### config.mk
export PLATFORM = sky130hd
export DESIGN_NAME = escaped_subpacket_receiver_top
export DESIGN_NICKNAME = d
export VERILOG_FILES = /design/src/hw/rtl/esr_pkg.sv /design/src/hw/rtl/esr_step.sv /design/src/hw/rtl/escaped_subpacket_receiver_top.sv
export SDC_FILE = /design/constraint.sdc
export NUM_CORES = 1
export LEC_CHECK = 0
export ABC_CLOCK_PERIOD_IN_PS = 4930
export BUFFER_PORTS_ARGS = -buffer_cell sky130_fd_sc_hd__buf_2
export CORE_MARGIN = 2
export CORE_UTILIZATION = 58
export DETAILED_ROUTE_END_ITERATION = 10
export PLACE_DENSITY = 0.8
export SYNTH_ARGS = -nofsm -noshare
export SYNTH_HDL_FRONTEND = slang
export SYNTH_SLANG_ARGS = --single-unit
### constraint.sdc
create_clock -name clk -period 4.93 [get_ports clk]
set_input_delay 0.2465 -clock clk [delete_from_list [all_inputs] [get_ports clk]]
set_output_delay 0.2465 -clock clk [all_outputs]
set_load 0.01 [all_outputs]
### src/hw/rtl/esr_pkg.sv
`default_nettype none
// ----------------------------------------------------------------------------
// esr_pkg: shared types and constants of the escaped subpacket receiver
// Line event codes, result status codes, per-subpacket state, the CRC-16
// byte update and the unescape constants.
// ----------------------------------------------------------------------------
package esr_pkg;

  // field widths
  localparam int unsigned OP_W    = 2;
  localparam int unsigned BYTE_W  = 8;
  localparam int unsigned STAT_W  = 4;
  localparam int unsigned COUNT_W = 11;
  localparam int unsigned CRC_W   = 16;

  // reset value of max_length and the hard cap on data bytes per subpacket
  localparam logic [COUNT_W-1:0] MAX_LENGTH_RESET = 11'd1024;
  localparam logic [COUNT_W-1:0] MAX_SUBPACKET    = 11'd1024;

  // escape byte and escape codes
  localparam logic [BYTE_W-1:0] ESC_BYTE   = 8'h18;
  localparam logic [5:0]        END_PREFIX = 6'b011010;  // 0x68..0x6b
  localparam logic [BYTE_W-1:0] CODE_RUB0  = 8'h6c;
  localparam logic [BYTE_W-1:0] CODE_RUB1  = 8'h6d;
  localparam logic [BYTE_W-1:0] VAL_RUB0   = 8'h7f;
  localparam logic [BYTE_W-1:0] VAL_RUB1   = 8'hff;
  localparam logic [BYTE_W-1:0] CLASS_MASK = 8'h60;
  localparam logic [BYTE_W-1:0] CLASS_CTRL = 8'h40;
  localparam logic [BYTE_W-1:0] CTRL_XOR   = 8'h40;

  localparam logic [CRC_W-1:0] CRC_POLY = 16'h1021;

  typedef enum logic [OP_W-1:0] {
    OP_BYTE    = 2'd0,
    OP_TIMEOUT = 2'd1,
    OP_CARRIER = 2'd2,
    OP_UNUSED  = 2'd3
  } op_t;

  typedef enum logic [STAT_W-1:0] {
    ST_DATA    = 4'd0,
    ST_CRCE    = 4'd1,
    ST_CRCG    = 4'd2,
    ST_CRCQ    = 4'd3,
    ST_CRCW    = 4'd4,
    ST_BADCRC  = 4'd5,
    ST_LONG    = 4'd6,
    ST_CANCEL  = 4'd7,
    ST_TIMEOUT = 4'd8,
    ST_CARRIER = 4'd9,
    ST_BADESC  = 4'd10
  } status_t;

  typedef enum logic [1:0] {
    PH_DATA     = 2'd0,
    PH_DATA_ESC = 2'd1,
    PH_CRC      = 2'd2,
    PH_CRC_ESC  = 2'd3
  } phase_t;

  // per-subpacket receive state
  typedef struct packed {
    phase_t             phase;
    logic [1:0]         cancel_run;
    logic [CRC_W-1:0]   crc;
    logic [COUNT_W-1:0] count;
    logic [1:0]         end_kind;
    logic               crc_seen;
  } state_t;

  localparam state_t STATE_RESET = '{
    phase:      PH_DATA,
    cancel_run: 2'd0,
    crc:        '0,
    count:      '0,
    end_kind:   2'd0,
    crc_seen:   1'b0
  };

  // one result transaction
  typedef struct packed {
    logic               valid;
    status_t            status;
    logic [BYTE_W-1:0]  data;
    logic [COUNT_W-1:0] count;
    logic               last;
  } result_t;

  // crc-16 update by one byte, msb first
  function automatic logic [CRC_W-1:0] crc_feed(input logic [CRC_W-1:0] crc_in,
                                                 input logic [BYTE_W-1:0] b);
    logic [CRC_W-1:0] c;
    c = crc_in ^ {b, 8'h00};
    for (int i = 0; i < 8; i++) begin
      if (c[CRC_W-1]) begin
        c = {c[CRC_W-2:0], 1'b0} ^ CRC_POLY;
      end else begin
        c = {c[CRC_W-2:0], 1'b0};
      end
    end
    return c;
  endfunction

endpackage
`default_nettype wire

### src/hw/rtl/esr_step.sv
`default_nettype none
// ----------------------------------------------------------------------------
// esr_step: one line event through the receive state
// Unescapes the byte, tracks cancel runs, updates CRC and byte count and
// forms the result transaction together with the next state.
// ----------------------------------------------------------------------------
module esr_step (
  input  wire esr_pkg::op_t                     op,
  input  wire logic [esr_pkg::BYTE_W-1:0]       line_byte,
  input  wire logic [esr_pkg::COUNT_W-1:0]      max_length,
  input  wire esr_pkg::state_t                  st,
  output esr_pkg::state_t                       st_nxt,
  output esr_pkg::result_t                      res
);
  import esr_pkg::*;

  logic               in_crc;
  logic               esc_ph;
  logic               fin;
  status_t            fin_st;
  logic               sym_go;
  logic               sym_end;
  logic               sym_bad;
  logic [BYTE_W-1:0]  sym_val;
  logic [CRC_W-1:0]   crc_fed;
  logic [COUNT_W-1:0] limit;

  // effective byte limit
  assign limit = (max_length > MAX_SUBPACKET) ? MAX_SUBPACKET : max_length;

  assign in_crc  = (st.phase == PH_CRC) || (st.phase == PH_CRC_ESC);
  assign esc_ph  = (st.phase == PH_DATA_ESC) || (st.phase == PH_CRC_ESC);
  assign crc_fed = crc_feed(st.crc, sym_val);

  // escape decode and cancel tracking
  always_comb begin
    fin     = 1'b0;
    fin_st  = ST_DATA;
    sym_go  = 1'b0;
    sym_end = 1'b0;
    sym_bad = 1'b0;
    sym_val = line_byte;
    st_nxt  = st;
    res     = '{valid: 1'b0, status: ST_DATA, data: '0, count: st.count, last: 1'b0};

    unique case (op)
      OP_TIMEOUT: begin
        fin    = 1'b1;
        fin_st = ST_TIMEOUT;
      end
      OP_CARRIER: begin
        fin    = 1'b1;
        fin_st = ST_CARRIER;
      end
      OP_BYTE: begin
        if (esc_ph) begin
          if (line_byte == ESC_BYTE) begin
            if (st.cancel_run == 2'd3) begin
              fin    = 1'b1;
              fin_st = ST_CANCEL;
            end else begin
              st_nxt.cancel_run = st.cancel_run + 2'd1;
            end
          end else begin
            st_nxt.cancel_run = 2'd0;
            sym_go            = 1'b1;
            priority if (line_byte[7:2] == END_PREFIX) begin
              sym_end = 1'b1;
            end else if (line_byte == CODE_RUB0) begin
              sym_val = VAL_RUB0;
            end else if (line_byte == CODE_RUB1) begin
              sym_val = VAL_RUB1;
            end else if ((line_byte & CLASS_MASK) == CLASS_CTRL) begin
              sym_val = line_byte ^ CTRL_XOR;
            end else begin
              sym_bad = 1'b1;
            end
          end
        end else if (line_byte == ESC_BYTE) begin
          st_nxt.phase      = in_crc ? PH_CRC_ESC : PH_DATA_ESC;
          st_nxt.cancel_run = 2'd0;
        end else begin
          sym_go = 1'b1;
        end
      end
      default: begin
        // unused event code leaves everything alone
      end
    endcase

    // symbol handling: bad escape, end code, crc byte or data byte
    if (sym_go) begin
      priority if (sym_bad) begin
        fin    = 1'b1;
        fin_st = ST_BADESC;
      end else if (sym_end) begin
        st_nxt.crc      = crc_fed;
        st_nxt.end_kind = line_byte[1:0];
        st_nxt.crc_seen = 1'b0;
        st_nxt.phase    = PH_CRC;
      end else if (in_crc) begin
        st_nxt.crc   = crc_fed;
        st_nxt.phase = PH_CRC;
        if (!st.crc_seen) begin
          st_nxt.crc_seen = 1'b1;
        end else if (crc_fed != '0) begin
          fin    = 1'b1;
          fin_st = ST_BADCRC;
        end else begin
          fin    = 1'b1;
          fin_st = status_t'(STAT_W'(st.end_kind) + STAT_W'(1));
        end
      end else begin
        st_nxt.phase = PH_DATA;
        if (st.count >= limit) begin
          fin    = 1'b1;
          fin_st = ST_LONG;
        end else begin
          st_nxt.count = st.count + COUNT_W'(1);
          st_nxt.crc   = crc_fed;
          res = '{valid: 1'b1, status: ST_DATA, data: sym_val,
                  count: st.count + COUNT_W'(1), last: 1'b0};
        end
      end
    end

    // end of subpacket: report and clear
    if (fin) begin
      res    = '{valid: 1'b1, status: fin_st, data: '0, count: st.count, last: 1'b1};
      st_nxt = STATE_RESET;
    end
  end

endmodule
`default_nettype wire

### src/hw/rtl/escaped_subpacket_receiver_top.sv
// path: each input transaction passes the input register and the step logic
//   on its way into the result register; no result for escape bytes, counted
//   cancel bytes, end codes and the first crc byte
// throughput: one line event per cycle while the result register is empty or out_ready is high
// reset: synchronous active-low rst_n clears all subpacket state and both
//   valid flags, and sets max_length to 1024
`default_nettype none
// ----------------------------------------------------------------------------
// escaped_subpacket_receiver_top: escaped data subpacket receiver
// Input register, single-pass step logic with the subpacket state, and a
// result register; crc-16 checked over data, end code and crc bytes.
// ----------------------------------------------------------------------------
module escaped_subpacket_receiver_top (
  input  wire logic        clk,
  input  wire logic        rst_n,
  // configuration
  input  wire logic        cfg_wr_en,
  input  wire logic [10:0] cfg_wr_data,
  // line events
  input  wire logic        in_valid,
  output logic             in_ready,
  input  wire logic [1:0]  in_operation,
  input  wire logic [7:0]  in_line_byte,
  // results
  output logic             out_valid,
  input  wire logic        out_ready,
  output logic [3:0]       out_status,
  output logic [7:0]       out_data_byte,
  output logic [10:0]      out_byte_count,
  output logic             out_last
);
  import esr_pkg::*;

  logic               s1_valid_r;
  logic               s1_valid_nxt;
  op_t                s1_op_r;
  logic [BYTE_W-1:0]  s1_byte_r;
  logic               s1_fire;
  logic [COUNT_W-1:0] max_length_r;
  state_t             st_r;
  state_t             st_nxt;
  result_t            res;
  result_t            out_res_r;
  logic               out_valid_r;
  logic               out_valid_nxt;

  // handshakes
  assign s1_fire  = s1_valid_r && (!out_valid_r || out_ready);
  assign in_ready = !s1_valid_r || s1_fire;

  // configuration register
  always_ff @(posedge clk) begin
    if (!rst_n) begin
      max_length_r <= MAX_LENGTH_RESET;
    end else if (cfg_wr_en) begin
      max_length_r <= cfg_wr_data;
    end
  end

  // input register
  assign s1_valid_nxt = (in_valid && in_ready) || (s1_valid_r && !s1_fire);

  always_ff @(posedge clk) begin
    if (!rst_n) begin
      s1_valid_r <= 1'b0;
    end else begin
      s1_valid_r <= s1_valid_nxt;
    end
  end

  always_ff @(posedge clk) begin
    if (in_valid && in_ready) begin
      s1_op_r   <= op_t'(in_operation);
      s1_byte_r <= in_line_byte;
    end
  end

  // step logic
  esr_step u_step (
    .op         (s1_op_r),
    .line_byte  (s1_byte_r),
    .max_length (max_length_r),
    .st         (st_r),
    .st_nxt     (st_nxt),
    .res        (res)
  );

  // subpacket state
  always_ff @(posedge clk) begin
    if (!rst_n) begin
      st_r <= STATE_RESET;
    end else if (s1_fire) begin
      st_r <= st_nxt;
    end
  end

  // result register
  assign out_valid_nxt = s1_fire ? res.valid : (out_valid_r && !out_ready);

  always_ff @(posedge clk) begin
    if (!rst_n) begin
      out_valid_r <= 1'b0;
    end else begin
      out_valid_r <= out_valid_nxt;
    end
  end

  always_ff @(posedge clk) begin
    if (s1_fire && res.valid) begin
      out_res_r <= res;
    end
  end

  assign out_valid      = out_valid_r;
  assign out_status     = out_res_r.status;
  assign out_data_byte  = out_res_r.data;
  assign out_byte_count = out_res_r.count;
  assign out_last       = out_res_r.last;

  // checks
  a_last_matches_status: assert property (@(posedge clk) disable iff (!rst_n)
    out_valid_r |-> (out_res_r.last == (out_res_r.status != ST_DATA)))
    else $error("last flag disagrees with status");

  a_data_counted: assert property (@(posedge clk) disable iff (!rst_n)
    (out_valid_r && (out_res_r.status == ST_DATA)) |-> (out_res_r.count != '0))
    else $error("data transaction with zero byte count");

  a_end_clears: assert property (@(posedge clk) disable iff (!rst_n)
    (s1_fire && res.valid && res.last) |=>
      ((st_r.count == '0) && (st_r.phase == PH_DATA) && (st_r.crc == '0)))
    else $error("state not cleared after end of subpacket");

  a_count_bounded: assert property (@(posedge clk) disable iff (!rst_n)
    st_r.count <= MAX_SUBPACKET)
    else $error("byte count beyond subpacket cap");

  a_stage_drains: assert property (@(posedge clk) disable iff (!rst_n)
    (s1_valid_r && !out_valid_r) |=> !($past(s1_valid_r) && s1_valid_r &&
      $stable(s1_op_r) && $stable(s1_byte_r) && !$past(in_ready)))
    else $error("input stage stalled with empty result register");

endmodule
`default_nettype wire

# After elaboration in Yosys (flattened, before gate mapping)
# Cells that the tools add are included.
dict set report classes {
  n_addsub 3
  magnitude_cmp 2
  n_eq_ne 17
  n_mux 79
  bitwise_logic 11
  n_reduce_logical 28
}
# op n
set op_table {}
lappend op_table {{2-to-1 mux 25 bit} 6}
lappend op_table {{2-to-1 mux 13 bit} 8}
lappend op_table {{2-to-1 mux 30 bit} 2}
lappend op_table {{2-to-1 mux 8 bit} 6}
lappend op_table {{2-to-1 mux 4 bit} 11}
lappend op_table {{2-to-1 mux 34 bit} 1}
lappend op_table {{2-to-1 mux 11 bit} 3}
lappend op_table {{2-to-1 mux 16 bit} 2}
lappend op_table {{2-to-1 mux 27 bit} 1}
lappend op_table {{2-to-1 mux 1 bit} 25}
lappend op_table {{inverter 3 bit} 8}
lappend op_table {{2-to-1 mux 2 bit} 10}
lappend op_table {{== test 8 x 7 -> 1 bit (second input constant)} 2}
lappend op_table {{AND reduction 4 bit} 4}
lappend op_table {{nonzero test 16 bit} 1}
lappend op_table {{bitwise XOR 16 bit} 1}
lappend op_table {{one-hot mux 4 bit (3 select lines)} 1}
lappend op_table {{adder 11 x 1 -> 11 bit (second input constant)} 1}
lappend op_table {{greater-or-equal comparator 11 bit} 1}
lappend op_table {{> comparator 11 bit (second input constant)} 1}
lappend op_table {{== test 2 bit (second input constant)} 5}
lappend op_table {{== test 8 x 5 -> 1 bit (second input constant)} 1}
lappend op_table {{2-to-1 mux 7 bit} 1}
lappend op_table {{== test 6 x 5 -> 1 bit (second input constant)} 1}
lappend op_table {{other kinds (19)} 37}
dict set report word_totals {
  regBits 81
  input_bits 26
}

# Longest topological paths before layout
# Gate-level depths: netlist of run 1.
dict set report depth {
  ltp_word 34
  mapped_depth 13
  mapped_depth_nobuf 10
}

# Modules after synthesis
# From an unflattened synthesis of run 1, not the netlist that was laid out.
dict set report hier_totals {
  hier_cells 508
  hier_area_um2 4889.7
}
# mod instances cells_each area_each_um2 seq_area_each_um2
set by_module_without_submodules {}
lappend by_module_without_submodules {escaped_subpacket_receiver_top 1 229 2907.8 1961.9}
lappend by_module_without_submodules {esr_step 1 279 1981.9 0.0}

# Least setup slack after synthesis of run 1
# No wires, ideal clock.
dict set report synth_timing {
  kind {register to register}
  from {register max_length_r[10]}
  to {register out_res_r (netlist bit out_byte_count[0]) (enable)}
  arrival_ns 3.400
  required_ns 4.517
  slack_ns 1.116
  stages_incl_launch_ff 12
  n_path_buf 2
  cell_sequence {dfxtp_1 inv_1 clkbuf_1 nand2_1 ha_1 a211oi_1 o211a_1 o31a_1 o21ai_1 or2_2 clkbuf_1 a21oi_1}
}
dict set report synth_via {
  elab_chain_len 10
}
# item line_no
set synth_rtl {}
lappend synth_rtl {{start, declared} escaped_subpacket_receiver_top.sv:39} ;# logic [COUNT_W-1:0] max_length_r;
lappend synth_rtl {{start signal, assigned} escaped_subpacket_receiver_top.sv:56} ;# max_length_r <= cfg_wr_data;
lappend synth_rtl {{> comparator 11 bit} esr_step.sv:29} ;# assign limit = (max_length > MAX_SUBPACKET) ? MAX_SUBPACKET : max_length;
lappend synth_rtl {{2-to-1 mux 11 bit (*)} esr_step.sv:29}
lappend synth_rtl {{greater-or-equal comparator 11 bit (*)} esr_step.sv:115} ;# if (st.count >= limit) begin
lappend synth_rtl {{2-to-1 mux 25 bit or 2-to-1 mux 1 bit (tied branches)} esr_step.sv:115}
lappend synth_rtl {{2-to-1 mux 25 bit or 2-to-1 mux 1 bit (tied branches)} esr_step.sv:101} ;# end else if (in_crc) begin
lappend synth_rtl {{2-to-1 mux 25 bit or 2-to-1 mux 1 bit (tied branches)} esr_step.sv:96} ;# end else if (sym_end) begin
lappend synth_rtl {{2-to-1 mux 25 bit or 2-to-1 mux 1 bit (tied branches)} esr_step.sv:93} ;# priority if (sym_bad) begin
lappend synth_rtl {{2-to-1 mux 25 bit or 2-to-1 mux 1 bit (tied branches)} esr_step.sv:92} ;# if (sym_go) begin
lappend synth_rtl {{2-to-1 mux 25 bit (*)} esr_step.sv:128} ;# if (fin) begin
lappend synth_rtl {{logical AND 1 bit (*)} escaped_subpacket_receiver_top.sv:109} ;# if (s1_fire && res.valid) begin
lappend synth_rtl {{end signal, assigned} escaped_subpacket_receiver_top.sv:110} ;# out_res_r <= res;
lappend synth_rtl {{end, declared} escaped_subpacket_receiver_top.sv:43} ;# result_t out_res_r;
# Mark *: on every way between the ends. The rest lies on a longest branch, timed or not.
# A chain may end at the register's enable or synchronous reset.

# Final worst setup path of run 1
dict set report layout_timing {
  from {register max_length_r[10]}
  to {register out_res_r (netlist bit out_byte_count[6]) (enable)}
}
# Same word-level chain as after synthesis.

==> run metrics, run 1 <==
Area Growth Syn to Fin=11.8%; setup ws final=1.50 ns; Clock H-tree levels=3; Tot Pwr=0.00145 W; PD cells=301 nW/um2; crit end category=flip-flop; clock tree buffer depth=2; layout cell share with drive strength beyond 1=15.9%; Leakage Power=1.82 nW; Clock Skew=0.0122 ns; TritonCTS buffer count=9; largest net degree at the start of global routing=44; CTS tree=done; full die area=8150 um2; CTS clk-pin slew, worst paths=0.08 ns; number of synthesized flops with an enable pin=34; number of hold buffers added after CTS=0; post-DP HPWL=6.79 mm; Async S/R FF share, synth=0%; DR iter-0 viols=492; Core ar.=7210 um2; Slew HR=22.7%; max frequency=0.291 GHz; first-pass GRT wire length=16.2 mm; Synth Net Count=509; area occupied by multi-input gates=2220 um2; Die Y=90.3 um; synth warn=0; area share of the leading cell type in the synthesized netlist=23.6%; critical path arrival=3.41 ns; post-CTS setup buffers=0; status=finished, final reports clean; DRC errors left=0; crit path kind=reg2reg; sequential element share of the synthesized area=45.4%; Syn Area/Cell=9.27 um2; vias in the first global route=3436; CP Launch Type=flip-flop; final-layout fill cell count=597; Worst Path Max Fanout=24; Clock Latency Late Sink=0.36 ns; Via Count=3688; # port buffers=51; cell area after synthesis=4320 um2; Total GRT Usage=24.3%; maxcap violations=0; Initial Util=59.9%; pre-CTS WS=1.46 ns; Final ANT Viol Nets=0; Die X=90.3 um; GRT overflow=0; Post-synth top flop=dfxtp_1; Hold Fails Final Rpt=0; Pre-antenna DRT Iters=6; Area contributors post-synth=edfxtp_1, dfxtp_1, ha_1; slew of the pin with the lowest slew margin=1.16 ns; WL/cell=15.8 um; Root Buffer=clkbuf_8; RePlAce Congestion=0.936; synthesized instance count=466; HP Class=in2reg; Seq cells post-synth=81; Fin Setup TNS=0 ns; initial antenna violation count=0; Min Clock Period, post-route=3.43 ns; Via density=6.06; Nets=548; row count=31; Max VDD drop=211 uV; drt total wl=9.62 mm; Clock Sinks=81; Post-CTS Resized=0; # diodes=0; sequential cell area=1960 um2; Slew Viols, Final=0; commonest non-fill, non-tap cell in the layout=nor2_1; # IOs=52; commonest cells after routing, fill and taps aside=nor2_1, buf_2, nand2_1; RSZ-0062 raised after global routing=no; final setup vio count=0; Req. time, crit path=4.91 ns; Tcrit/Tclk final=69.6%; largest area contributor in the netlist=edfxtp_1; Yosys cell types=59
==> cells by family after synthesis <==
family                     Yosys count  share of synthesized area [%]
and+or+nand+nor                    200                           22.6
AOI/OAI and AO/OA                   87                           13.9
DFF                                 81                           45.4
buffers and inverters               35                           3.30
xor gates and xnor gates            33                           6.86
adders and majority gates           17                           4.92
muxes                               13                           3.04
==> layer usage <==
metal  up-vias  GRT usage (%)  wire length [um]
met5         -              0                 0
met4         0           9.10               199
met3        24           4.67               672
met2       176           37.1              4400
met1      1705           34.5              4350
li1       1783              -                 -
==> critical path: stages (launching register included) <==
cell and delay, ns:
dfxtp_1 0.31, inv_1 0.23, nand2_1 0.12, ha_1 0.20, nor4_1 0.30, o211a_1 0.20
o31a_1 0.24, o21ai_1 0.13, or2_2 0.42, a21oi_2 0.90
==> final timing paths <==
kind / start / slack [ns] / cells after the start / end
worst min-delay path: in_operation[1] / 0.06 / 1 / s1_op_r[1]
worst max-delay path: max_length_r[10] / 1.50 / 9 / out_byte_count[6]
worst min register to register: st_r[31] / 0.47 / 2 / st_r[31]
worst max register to register: max_length_r[10] / 1.50 / 9 / out_byte_count[6]
==> cells in the mapped netlist, types with 2 or more instances <==
master,n
a21o_1,2
and2_1,5
nor2b_1,6
or4_1,2
xnor2_1,18
a31oi_1,10
o2111ai_1,3
nand3b_1,2
a211oi_1,4
nand2_1,50
o311ai_0,3
o32ai_1,2
and3b_1,2
o21ai_1,3
o21ai_0,10
o41ai_1,2
o211ai_1,6
edfxtp_1,34
nand3_1,29
clkbuf_1,20
o31ai_1,5
xor2_1,14
nor2_1,56
inv_1,9
ha_1,17
a41oi_1,3
or2_2,2
nor4_1,4
a22oi_1,5
a21oi_1,20
mux2i_1,12
nor3_1,13
nand2b_1,3
and3_1,3
nand4_1,14
and4b_1,2
dfxtp_1,47
buf_2,3
==> flip-flops by register name, summed over array words and instances (netlist names) <==
name / flops
st_r: 34
max_length_r: 11
out_byte_count: 11
out_data_byte: 8
s1_byte_r: 8
out_status: 4
s1_op_r: 2
out_last: 1
out_valid: 1
s1_valid_r: 1
==> report_power, final <==
part / switching [W] / total (W) / internal (W)
Combinational: 0.000125 / 0.000193 / 0.0000683
Clock: 0.000248 / 0.000512 / 0.000265
Sequential: 0.0000204 / 0.000747 / 0.000727
==> layout make-up <==
type                            instances  area share (%)
Clock inverter                          6            1.32
Clock buffer                           10            3.08
Multi-Input combinational cell        350            46.0
Inverter                               10           0.777
Sequential cell                        81            40.6
Timing Repair Buffer                   53            5.60
Tap cell                               99            2.56
==> metrics by stage <==
stage          hold slack (ns)  instances  util, %  instance area [um2]
3_5_place_dp             0.425        593     64.0                 4620
5_1_grt                 0.0533        609     66.9                 4830
2_1_floorplan            0.345        466        -                 4320
3_3_place_gp             0.423        593     64.0                 4620
4_1_cts                 0.0496        609     66.9                 4830
6_report                0.0578        609     66.9                 4830
Note: power is estimated with default switching activity, not from simulation.
==> run 2: changes to the inputs <==
--- a/config.mk
+++ b/config.mk
@@ -5,7 +5,7 @@
 export SDC_FILE = /design/constraint.sdc
 export NUM_CORES = 1
 export LEC_CHECK = 0
-export ABC_CLOCK_PERIOD_IN_PS = 4930
+export ABC_CLOCK_PERIOD_IN_PS = 3550
 export BUFFER_PORTS_ARGS = -buffer_cell sky130_fd_sc_hd__buf_2
 export CORE_MARGIN = 2
 export CORE_UTILIZATION = 58
==> constraint.sdc (replaced) <==
create_clock -name clk -period 3.55 [get_ports clk]
set_input_delay 0.1775 -clock clk [delete_from_list [all_inputs] [get_ports clk]]
set_output_delay 0.1775 -clock clk [all_outputs]
set_load 0.01 [all_outputs]
==> run 2 against run 1 <==
- combinational power is 48% higher
- cell area grew 2.5%
- largest cell class unchanged
- power grew 36%
- largest power group unchanged
- clock power up 26%
- critical endpoint is now out_status[0]
- critical path type unchanged
- global-route usage is 0.46 points higher
==> run metrics, run 2 (synthesis results as in run 1) <==
status=finished, final reports clean; Slew HR=57.1% (+34 points); row count=31 (unchanged); DR iter-0 viols=443 (-10%); Tcrit/Tclk final=89.0% (+19 points); Area Growth Syn to Fin=14.5%; GRT overflow=0 (unchanged); crit end category=flip-flop; Root Buffer=clkbuf_8; Post-CTS Resized=0 (unchanged); Combinational Power Share=14.5% (+1.2 points); Worst Path Max Fanout=12 (-50%); # port buffers=51 (unchanged); largest net degree at the start of global routing=29 (-34%); post-CTS setup buffers=0 (unchanged); Critical Path Sink=out_status[0]; Non-Filler Instances=625 (+2.6%); post-route cell area=4950 um2 (+2.5%); CTS tree=done; Slew Viols, Final=0 (unchanged); max reg flops=34 (unchanged); Top reg by flops=st_r; CP cell instances=inv_1 -> ha_1 -> nand3b_1 -> a211oi_2 -> xnor2_1 -> and4_1 -> o211ai_1 -> o41ai_1 -> a21oi_1; vias in the first global route=3474 (+1.1%); WL/cell=15.4 um (-2.7%); PD cells=398 nW/um2 (+32%); initial antenna violation count=0 (unchanged); Clock Power Share=32.8% (-2.5 points); Slowest cell on crit path=o41ai_1; maxcap violations=0 (unchanged); start of the worst register-to-register path=s1_op_r[1]; Hold Fails Final Rpt=0 (unchanged); number of hold buffers added after CTS=10 (+10); switching portion of total power=26.9% (-0.12 points); slowest stage delay, CP=0.49 ns (-0.41 ns); Clock Sinks=81 (unchanged); Int Pwr=0.00144 W (+36%); Via Count=3706 (+0.49%); Via density=5.93 (-2.1%); Die Y=90.3 um (unchanged); TritonCTS buffer count=9 (unchanged); Initial Util=59.9% (unchanged); # diodes=0 (unchanged); max frequency=0.316 GHz (+8.6%); worst reg-to-reg path cell count=9 (unchanged); first-pass GRT wire length=16.4 mm (+1.6%); Req. time, crit path=3.64 ns (-1.27 ns); CP Launch Type=flip-flop; Final ANT Viol Nets=0 (unchanged); final setup vio count=0 (unchanged); DRC errors left=0 (unchanged); RePlAce Congestion=0.966 (+3.2%); Die X=90.3 um (unchanged); commonest cells after routing, fill and taps aside=nor2_1, buf_2, nand2_1; HP Class=in2reg; slew of the pin with the lowest slew margin=0.643 ns (-0.516 ns); setup ws final=0.390 ns (-1.11 ns); CP startpoint=s1_op_r[1]; drt total wl=9.61 mm (-0.12%); r2r endpoint=out_status[0]; RSZ-0062 raised after global routing=no; commonest non-fill, non-tap cell in the layout=nor2_1; reg-to-reg slack, setup=0.39 ns (-1.11 ns); CTS clk-pin slew, worst paths=0.08 ns (about the same); Placed Area=4660 um2 (+0.98%); Fin Setup TNS=0 ns (unchanged); dpl cells=599 (+1.0%); Total GRT Usage=24.8% (+0.46 points); post-DP HPWL=6.72 mm (-0.95%); critical path arrival=3.25 ns (-0.16 ns); Reg power frac=52.7% (+1.3 points); Core ar.=7210 um2 (unchanged); Min Clock Period, post-route=3.16 ns (-0.272 ns); Clock H-tree levels=3 (unchanged); Max VDD drop=237 uV (+12%); crit path kind=reg2reg; Nets=564 (+2.9%); Clock Latency Late Sink=0.36 ns (about the same); full die area=8150 um2 (unchanged); layout cell share with drive strength beyond 1=16.3% (+0.47 points); pre-CTS WS=0.433 ns (-1.03 ns); final core occ=68.6% (+1.6 points); # IOs=52 (unchanged); Clock Skew=0.00699 ns (-0.00517 ns); clock tree buffer depth=2 (unchanged); Pre-antenna DRT Iters=5 (-1); Leakage Power=1.88 nW (+3.1%); switching pwr=0.000530 W (+35%)
[run 2: cell types whose count changed in the layout (fill, tap and decap cells not counted)]
cell / before / now
clkbuf_16: 1 / 0
dlygate4sd3_1: 0 / 10
inv_6: 1 / 0
clkinv_2: 1 / 2
clkbuf_1: 0 / 1
buf_4: 2 / 8
clkinvlp_4: 1 / 2
clkinv_4: 1 / 0
[run 2: area by class of cell]
class                      instances  area, um2
tap                               99        124
fill                             574       2270
multi-input combinational        350       2220
clock buffer                      10        128
sequential                        81       1960
inverter                          10       37.5
timing repair buffer              69        415
clock inverter                     6       58.8
[run 2: worst max-delay path, delay by kind of cell (launching register included)]
family                   cells  cell delay (ns)
XOR/XNOR                     1             0.31
adder cells (fa/ha/maj)      1             0.43
AND/OR/NAND/NOR              2             0.44
AO/OA/AOI/OAI                4             1.17
buffers and inverters        1             0.09
flip-flops                   1             0.46
[run 2: routing by layer]
layer | routed length [um] | up-vias | GRT usage, %
met1 | 4320 | 1673 | 34.8
met4 | 253 | 0 | 12.9
met2 | 4270 | 189 | 36.7
li1 | - | 1815 | -
met3 | 769 | 29 | 4.26
met5 | 0 | - | 0
[run 2: power by group through the flow]
stage                     Sequential, W  Clock, W  Combinational [W]
after global routing            0.00104  0.000694           0.000314
after floorplan                 0.00106         0           0.000190
final                           0.00104  0.000645           0.000286
after global placement          0.00106         0           0.000267
after CTS                       0.00104  0.000654           0.000283
after detailed placement        0.00106         0           0.000272
[run 2: per-stage QoR]
step                hold slack, ns  total power [W]
detailed placement           0.356          0.00133
floorplan                    0.276          0.00125
CTS                         0.0445          0.00197
finish                      0.0463          0.00197
global placement             0.355          0.00132
global route                0.0641          0.00205
[run 2: how the worst min path moves through the flow]
| stage | startpoint | to | slack (ns) | cells after the start |
|---|---|---|---|---|
| floorplan | in_line_byte[0] | s1_byte_r[0] | 0.28 | 0 |
| global placement | in_line_byte[1] | s1_byte_r[1] | 0.35 | 1 |
| detailed placement | in_line_byte[4] | s1_byte_r[4] | 0.36 | 1 |
| CTS | in_valid | s1_valid_r | 0.04 | 3 |
| global route | cfg_wr_data[6] | max_length_r[6] | 0.06 | 3 |
| finish | in_valid | s1_valid_r | 0.05 | 3 |
==> run 3: changes to the inputs <==
--- a/config.mk
+++ b/config.mk
@@ -10,7 +10,9 @@
 export CORE_MARGIN = 2
 export CORE_UTILIZATION = 58
 export DETAILED_ROUTE_END_ITERATION = 10
+export GPL_TIMING_DRIVEN = 0
 export PLACE_DENSITY = 0.8
+export REMOVE_ABC_BUFFERS = 1
 export SYNTH_ARGS = -nofsm -noshare
 export SYNTH_HDL_FRONTEND = slang
 export SYNTH_SLANG_ARGS = --single-unit
==> run 3 against run 2 <==
- cell area increased by 1.4%
- combinational power increased by 4%
- clock power increased by 15%
- setup slack got worse by 0.11 ns
- worst hold slack got worse by 0.0078 ns
- sequential cell count unchanged
- global-route usage about the same
- final cell count decreased by 0.32%
- maximum frequency decreased by 3.3%
- critical endpoint unchanged
- clock skew increased by 0.0042 ns
- first-iteration DRC count decreased by 33%
- sequential share of layout area decreased by 0.56 points
- highest routed layer unchanged
==> run metrics, run 3 (synthesis results as in run 1) <==
status=finished, final reports clean; commonest non-fill, non-tap cell in the layout=nor2_1; crit path kind=reg2reg; Combinational Power Share=14.3% (-0.2 points); met3 WL=567 um (-26%); final setup vio count=0 (unchanged); Clock Power Share=35.8% (+3.0 points); max reg flops=34 (unchanged); Total GRT Usage=24.7% (-0.027 points); maxcap violations=0 (unchanged); cell family with most CP delay=compound AO/OA/AOI/OAI gates; setup ws final=0.283 ns (-0.107 ns); Req. time, crit path=3.63 ns (about the same); commonest cells after routing, fill and taps aside=nor2_1, buf_2, nand2_1; Tcrit/Tclk final=92.0% (+3.0 points); final-layout fill cell count=593 (+3.3%); Clock Latency Late Sink=0.35 ns (about the same); switching pwr=0.000555 W (+4.7%); Core ar.=7210 um2 (unchanged); Slew Viols, Final=0 (unchanged); switching portion of total power=26.7% (-0.22 points); crit end category=flip-flop; GRT overflow=0 (unchanged); max frequency=0.306 GHz (-3.3%); DRC errors left=0 (unchanged); initial antenna violation count=0 (unchanged); Hold Fails Final Rpt=0 (unchanged); Reg power frac=49.9% (-2.8 points); Slowest cell on crit path=edfxtp_1; vias in the first global route=3474 (unchanged); metal2 WL=4.48 mm (+4.9%); Die Y=90.3 um (unchanged); Int Pwr=0.00152 W (+5.8%); Worst Path Max Fanout=12 (unchanged); slowest stage delay, CP=0.47 ns (-0.02 ns); CP Buf/Inv Count=1 (unchanged); post-route cell area=5020 um2 (+1.4%); Placed Area=4650 um2 (-0.21%); Nets=562 (-0.35%); Max VDD drop=236 uV (-0.39%); dpl cells=593 (-1.0%); RSZ-0062 raised after global routing=no; clock tree buffer depth=2 (unchanged); Initial Util=59.9% (unchanged); Via Count=3758 (+1.4%); critical path arrival=3.34 ns (+0.09 ns); post-DP HPWL=6.68 mm (-0.65%); Root Buffer=clkbuf_8; layout cell share with drive strength beyond 1=16.6% (+0.25 points); Clock H-tree levels=3 (unchanged); Top reg by flops=st_r; CP cell instances=inv_1 -> ha_1 -> nand3b_1 -> a211oi_2 -> xnor2_1 -> and4_1 -> o211ai_1 -> o41ai_1 -> a21oi_1; RePlAce Congestion=0.924 (-4.3%); Final ANT Viol Nets=0 (unchanged); Non-Filler Instances=623 (-0.32%); Clock Sinks=81 (unchanged); slew of the pin with the lowest slew margin=1.06 ns (+0.415 ns); HP Class=in2reg; pre-CTS WS=-0.0509 ns (-0.483 ns); Leakage Power=1.90 nW (+1.2%); Top Layer Used=met4; row count=31 (unchanged); DR iter-0 viols=297 (-33%); WL/cell=15.7 um (+2.4%); # IOs=52 (unchanged); Area Growth Syn to Fin=16.2%; Min Clock Period, post-route=3.27 ns (+0.107 ns); CTS clk-pin slew, worst paths=0.08 ns (about the same); Clock Skew=0.0112 ns (+0.00417 ns); Via density=6.03 (+1.7%); Pre-antenna DRT Iters=5 (unchanged); Slew HR=29.0% (-28 points); # diodes=0 (unchanged); CP Launch Type=flip-flop; drt total wl=9.81 mm (+2.1%); Die X=90.3 um (unchanged); full die area=8150 um2 (unchanged); TritonCTS buffer count=9 (unchanged); CTS tree=done; first-pass GRT wire length=16.4 mm (-0.33%); largest net degree at the start of global routing=37 (+28%); # port buffers=51 (unchanged); WL met1=4.56 mm (+5.7%); PD cells=414 nW/um2 (+4.0%)
==> run 3: power by group through the flow <==
stage / clock network (W) / registers (W) / logic, W
after floorplan: 0 / 0.00106 / 0.000173
after global placement: 0 / 0.00106 / 0.000255
after detailed placement: 0 / 0.00106 / 0.000276
after CTS: 0.000755 / 0.00104 / 0.000288
after global routing: 0.000789 / 0.00104 / 0.000327
final: 0.000743 / 0.00104 / 0.000297
==> run 3: area by class of cell <==
| class | count | area, um2 | share of cell area (%) |
|---|---|---|---|
| Multi-Input combinational cell | 350 | 2250 | 44.8 |
| Sequential cell | 81 | 1960 | 39.1 |
| Inverter | 10 | 37.5 | 0.748 |
| Clock inverter | 6 | 92.6 | 1.84 |
| Timing Repair Buffer | 67 | 428 | 8.52 |
| Tap cell | 99 | 124 | 2.47 |
| Clock buffer | 10 | 128 | 2.54 |
==> run 3: path summary, 6_finish.rpt <==
path	from	to	slack, ns	depth (start not counted)
worst max-delay path	s1_op_r[1]	out_status[0]	0.28	9
worst min-delay path	cfg_wr_data[10]	max_length_r[10]	0.04	3
worst max register to register	s1_op_r[1]	out_status[0]	0.28	9
worst min register to register	st_r[2]	st_r[2]	0.47	2
==> run 3: repair_timing <==
action	4_1_cts	5_1_grt
pin swaps	0	1
setup buffers	0	4
hold buffers	10	0
endpoints found under the setup margin	14	15
endpoints found under the hold margin	10	0
gates resized for setup	1	3
==> run 3: metrics by stage <==
| step | total power, W | setup TNS, ns | hold WS [ns] | util (%) |
|---|---|---|---|---|
| 5_1_grt | 0.00216 | 0 | 0.0554 | 69.6 |
| 3_5_place_dp | 0.00133 | -0.703 | 0.356 | 64.5 |
| 3_3_place_gp | 0.00131 | -118.23 | 0.354 | 63.7 |
| 6_report | 0.00208 | 0 | 0.0385 | 69.6 |
| 4_1_cts | 0.00208 | 0 | 0.0250 | 69.0 |
| 2_1_floorplan | 0.00123 | -28.33 | 0.276 | - |
==> run 3: worst min-delay path, delay by kind of cell <==
kind | cells | cell delay [ns]
AO/OA/AOI/OAI | 1 | 0.06
buffers and inverters | 1 | 0.08
AND/OR/NAND/NOR | 1 | 0.04
==> run 3: metal layers <==
metal | up-vias | GRT usage [%]
met3 | 21 | 4.26
li1 | 1812 | -
met1 | 1782 | 35.4
met2 | 143 | 36.5
met5 | - | 0
met4 | 0 | 12.1
